[src/rtl/core/sjhp_pkg.sv]
// Shared types and constants for the hash-join probe block.
// No dependencies.
package sjhp_pkg;
	localparam int NumTables = 4;
	localparam int SlotBits = 10;
	localparam int TabBits = 2;
	localparam int AddrBits = TabBits + SlotBits;
	localparam int StoreDepth = NumTables << SlotBits;
	localparam logic [31:0] EmptyKey = 32'hFFFF_FFFF;

	localparam logic [2:0] CfgFactor = 3'd0;
	localparam logic [2:0] CfgTables = 3'd1;
	localparam logic [2:0] CfgSlotBits = 3'd2;
	localparam logic [2:0] CfgShift0 = 3'd3;
	localparam logic [2:0] CfgShift1 = 3'd4;
	localparam logic [2:0] CfgShift2 = 3'd5;
	localparam logic [2:0] CfgShift3 = 3'd6;

	localparam logic CmdWrite = 1'b0;
	localparam logic CmdProbe = 1'b1;

	// controller -> datapath
	typedef struct packed {
		logic load;      // capture input item
		logic wr;        // write key/payload store at captured slot
		logic clr;       // clearing pass write at clr address
		logic hash;      // start multiply for current table
		logic start;     // compute start slot from product
		logic rd;        // issue store read at walk address
		logic step;      // advance walk address
		logic keep;      // latch matched payload for current table
		logic next_tab;  // advance to next table
		logic emit;      // load output register
	} sjhp_cmd_t;

	// datapath -> controller
	typedef struct packed {
		logic is_probe;
		logic is_empty;
		logic is_match;
		logic walk_done;
		logic last_tab;
		logic clr_done;
	} sjhp_sts_t;
endpackage

[src/rtl/core/sjhp_ctrl.sv]
// Controller state machine for the clearing pass, item decode, probe walk and output handshake.
// Depends on sjhp_pkg.
module sjhp_ctrl (
	input  logic                 clk,
	input  logic                 arst_n,
	input  logic                 in_fire,
	output logic                 in_rdy,
	output logic                 out_vld,
	input  logic                 out_rdy,
	input  sjhp_pkg::sjhp_sts_t  sts,
	output sjhp_pkg::sjhp_cmd_t  cmd
);
	import sjhp_pkg::*;

	typedef enum logic [2:0] {
		ST_CLEAR, ST_IDLE, ST_DECODE, ST_HASH, ST_START, ST_READ, ST_WAIT, ST_TEST
	} state_t;
	state_t state_q;
	logic   ovld_q;
	logic   emit;

	assign out_vld = ovld_q;
	assign in_rdy = state_q == ST_IDLE;
	assign emit = state_q == ST_TEST && !sts.is_empty && sts.is_match && sts.last_tab;

	always_comb begin
		cmd = '0;
		cmd.load = in_fire;
		cmd.clr = state_q == ST_CLEAR;
		cmd.wr = state_q == ST_DECODE && !sts.is_probe;
		cmd.hash = state_q == ST_HASH;
		cmd.start = state_q == ST_START;
		cmd.rd = state_q == ST_READ;
		if (state_q == ST_TEST && !sts.is_empty) begin
			if (sts.is_match) begin
				cmd.keep = 1'b1;
				cmd.next_tab = !sts.last_tab;
			end else begin
				cmd.step = 1'b1;
			end
		end
		cmd.emit = emit;
	end

	always_ff @(posedge clk or negedge arst_n) begin
		if (!arst_n) begin
			state_q <= ST_CLEAR;
			ovld_q <= 1'b0;
		end else begin
			if (emit) ovld_q <= 1'b1;
			else if (out_rdy) ovld_q <= 1'b0;
			unique case (state_q)
				ST_CLEAR:  if (sts.clr_done) state_q <= ST_IDLE;
				ST_IDLE:   if (in_fire) state_q <= ST_DECODE;
				ST_DECODE: state_q <= sts.is_probe ? ST_HASH : ST_IDLE;
				ST_HASH:   state_q <= ST_START;
				ST_START:  state_q <= ST_READ;
				ST_READ:   state_q <= ST_WAIT;
				ST_WAIT:   state_q <= ST_TEST;
				ST_TEST: begin
					if (sts.is_empty) state_q <= ST_IDLE;
					else if (sts.is_match) state_q <= sts.last_tab ? ST_IDLE : ST_HASH;
					else if (sts.walk_done) state_q <= ST_IDLE;
					else state_q <= ST_READ;
				end
				default: state_q <= ST_IDLE;
			endcase
		end
	end
endmodule
[config.mk]
export PLATFORM = sky130hd
export DESIGN_NAME = sjhp_ctrl
export DESIGN_NICKNAME = d
export VERILOG_FILES = /design/src/rtl/core/sjhp_pkg.sv /design/src/rtl/core/sjhp_ctrl.sv
export SDC_FILE = /design/constraint.sdc
export NUM_CORES = 1
export LEC_CHECK = 0
export ABC_AREA = 1
export BUFFER_PORTS_ARGS = -buffer_cell sky130_fd_sc_hd__buf_4
export CORE_AREA = 2 2 39 41
export DETAILED_ROUTE_END_ITERATION = 8
export DIE_AREA = 0 0 41 43
export GPL_ROUTABILITY_DRIVEN = 0
export MAX_ROUTING_LAYER = met4
export SLEW_MARGIN = 20
export SYNTH_ARGS = -nofsm -noshare
export SYNTH_HDL_FRONTEND = slang
export SYNTH_SLANG_ARGS = --single-unit
[constraint.sdc]
create_clock -name clk -period 1.5 [get_ports clk]
set_input_delay 0.075 -clock clk [delete_from_list [all_inputs] [get_ports clk]]
set_output_delay 0.075 -clock clk [all_outputs]
set_load 0.01 [all_outputs]
==> results by group <==
Run status
  • Status: finished, final reports clean

Routing
  • DRC viols: 0
  • Drt first-iter violations: 4
  • First-pass DRT Iterations: 3
  • Via Count: 369
  • Routed Antenna Nets: 0
  • WL/cell: ~7.4 um
  • Vias/cell: 3.97
  • Routed WL: about 690 um

Finish
  • Layout cells sized above 1: 40.3%
  • Area grow syn2layout: 55.3%
  • Fillers: 159
  • Antenna cells: 0
  • Most frequent cells in the layout: 21 x buf_4, 12 x inv_1, 11 x nand2_1
  • Fin nets: 89
  • Most common cell after layout, fill and taps aside: buf_4

Yosys
  • Top-area cell type share of the netlist area: 29.3%
  • Net Count, Synth: 65
  • Yosys cell types: 14
  • Post-synthesis sequential area ratio: 29.3%
  • Gate count of the mapped netlist: 55
  • Biggest area consumer among synthesized cells: dfrtp_1
  • Seq cells post-synth: 4
  • Syn avg cell area: 6.21 um^2
  • YS warnings: 0
  • Post-synthesis cell area: 342 um^2
  • Top post-synthesis cells by area: dfrtp_1 29%, inv_1 13%, nand2_1 12%, nor2_1 9.9%, buf_4 6.6%

Worst setup path
  • Slowest library cell on the worst path: dfrtp_1
  • Crit path launch type: flip-flop
  • Crit path cell chain: nand2_2 -> nor2_4 -> nand2_2 -> nor2_4 -> nand2_2 -> inv_1 -> buf_4
  • Crit path required time: 1.42 ns
  • Largest stage delay, worst path: 0.44 ns
  • Critical path peak fanout: 6
  • Worst setup EP type: output pin
  • CP arrival: 1.26 ns
  • Top cell by count, worst path: nand2_2
  • Worst setup path class: flip-flop to output pin
  • Reg2Reg Depth: 6

Power
  • Logic pwr share: 55.7%
  • P per Cell Area: 1560 nW/um^2
  • VDD IR max: 0.647 mV
  • Net Switching: 376 uW
  • Pleak: 0.000324 uW
  • Clock power share: 15.8%
  • Sw Share: 45.3%
  • Overall power: 828 uW
  • Flop pwr share: around 28%
  • Internal Power: 453 uW

Floorplan
  • I/O Pins: 22
  • Die Wd: 41 um
  • Rows: 14
  • Die height: roughly 43 um
  • Core box area: 1380 um^2
  • Initial core utilization: between 20% and 30%
  • Die ar.: 1760 um^2

GRT
  • Grt ovf: 0
  • Gr usage total: 9.71%
  • Initial antenna violation count: 0
  • Vias in the first global route: 318
  • First-pass GRT wire length: 1100 um
  • Pin count of the biggest net entering global routing: 10

Hold path
  • Worst Hold Class: primary input to flip-flop
  • Hold depth: 3

Place
  • Port buffer count: 21
  • Post-DP HPWL: 587 um

Clock network
  • Total CTS buffers: 3
  • Number of H-tree levels: 1
  • Root buf cell: clkbuf_4
  • Clk_lat worst skew: approximately 0.23 ns
  • Post-CTS Setup Bufs: 0
  • CTS sink count: 4
  • Clk slew on worst S/H paths: approximately 0.04 ns
  • Max Root-Sink Buffers: 2
  • CTS tree: yes

Timing
  • Count of final hold-check violations: 0
  • Final worst path period share: 89.1%
  • Setup TNS: 0 ns
  • Slew margin rel.: 86.1%
  • Pins Over Slew Limit: 0
  • Max Fclk: 748 MHz
  • Minimum clock period: 1.34 ns
  • Clk_skew: 0.00208 ns
  • Final setup violating endpoints: 0
  • Unrepaired setup endpoints after global routing: no
  • Worst slew pin tran: 0.209 ns

Job
  • Max-cap violations: 0
[power by group through the flow]
stage / logic (uW) / registers (uW) / clock network [uW]
floorplan: 346 / 196 / 0
global placement: 465 / 232 / 0
detailed placement: 466 / 235 / 0
CTS: 470 / 234 / 137
global route: 527 / 248 / 141
finish: 462 / 236 / 131
[layer usage]
metal	share of wire (%)	up-vias	global-route usage (%)
met3	8.2	0	3.14
li1	-	206	-
met2	49	12	13.1
met1	42	151	11.1
met4	0	0	8.00
met5	0	-	-
[sequential cells by signal, summed over array words and instances (netlist names)]
name	cells
out_vld	1
state_q	3
[cell usage after synthesis]
master    number
inv_1         12
nand2_1       11
nor2_1         9
dfrtp_1        4
a21oi_1        3
buf_4          3
nand2_2        3
nand3_1        3
nor2_4         2
inv_2          1
nand3b_1       1
nand4_1        1
nor3_1         1
o21ai_0        1
[cell families (layout without fill, tap and decap cells)]
logic type             Yosys count  after routing  share of synthesized area (%)
AND/OR/NAND/NOR                 31             31                           44.0
AO/OA/AOI/OAI                    4              4                           5.86
buffers and inverters           16             38                           20.9
flip-flops                       4              4                           29.3
[through the flow]
stage	hold WS, ns	worst slack [ns]	area [um^2]	instances	utilization, %
after floorplan	-0.221	0.414	342	55	-
after CTS	0.0662	0.100	529	93	38.2
final	0.0670	0.163	531	93	38.3
after global placement	-0.128	0.381	497	89	35.9
after global routing	0.0817	0.0447	531	93	38.3
after detailed placement	-0.126	0.351	497	89	35.9
[area by class of cell]
class	count	area (um^2)	share of cell area, %
Clock buffer	3	22.5	4.25
Sequential cell	4	101	19.1
Multi-Input combinational cell	35	170	32.1
Inverter	13	48.8	9.20
Timing Repair Buffer	22	168	31.6
Tap cell	16	20.0	3.77
[worst paths after layout]
check / from / to / slack [ns]
worst min register to register: out_vld$_DFFE_PN0P_ / out_vld$_DFFE_PN0P_ / 0.48
min in group asynchronous: arst_n / out_vld$_DFFE_PN0P_ / 0.18
worst min-delay path: sts[1] / out_vld$_DFFE_PN0P_ / 0.07
max in group asynchronous: arst_n / state_q[1]$_DFFE_PN0P_ / 1.21
worst max register to register: state_q[2]$_DFFE_PN0P_ / state_q[1]$_DFFE_PN0P_ / 0.44
worst max-delay path: state_q[2]$_DFFE_PN0P_ / cmd[0] / 0.16
[worst max-delay path, delay by kind of cell (launching register included)]
family | cells | cell delay, ns
buffers and inverters | 2 | 0.14
DFF | 1 | 0.44
and+or+nand+nor | 5 | 0.43
[repair_timing]
action                                  in CTS  in global routing
endpoints found under the hold margin        4                  0
endpoints found under the setup margin       0                  1
hold buffers                                 1                  0
resized for setup                            0                  1
Power figures use the tool's default switching activity.
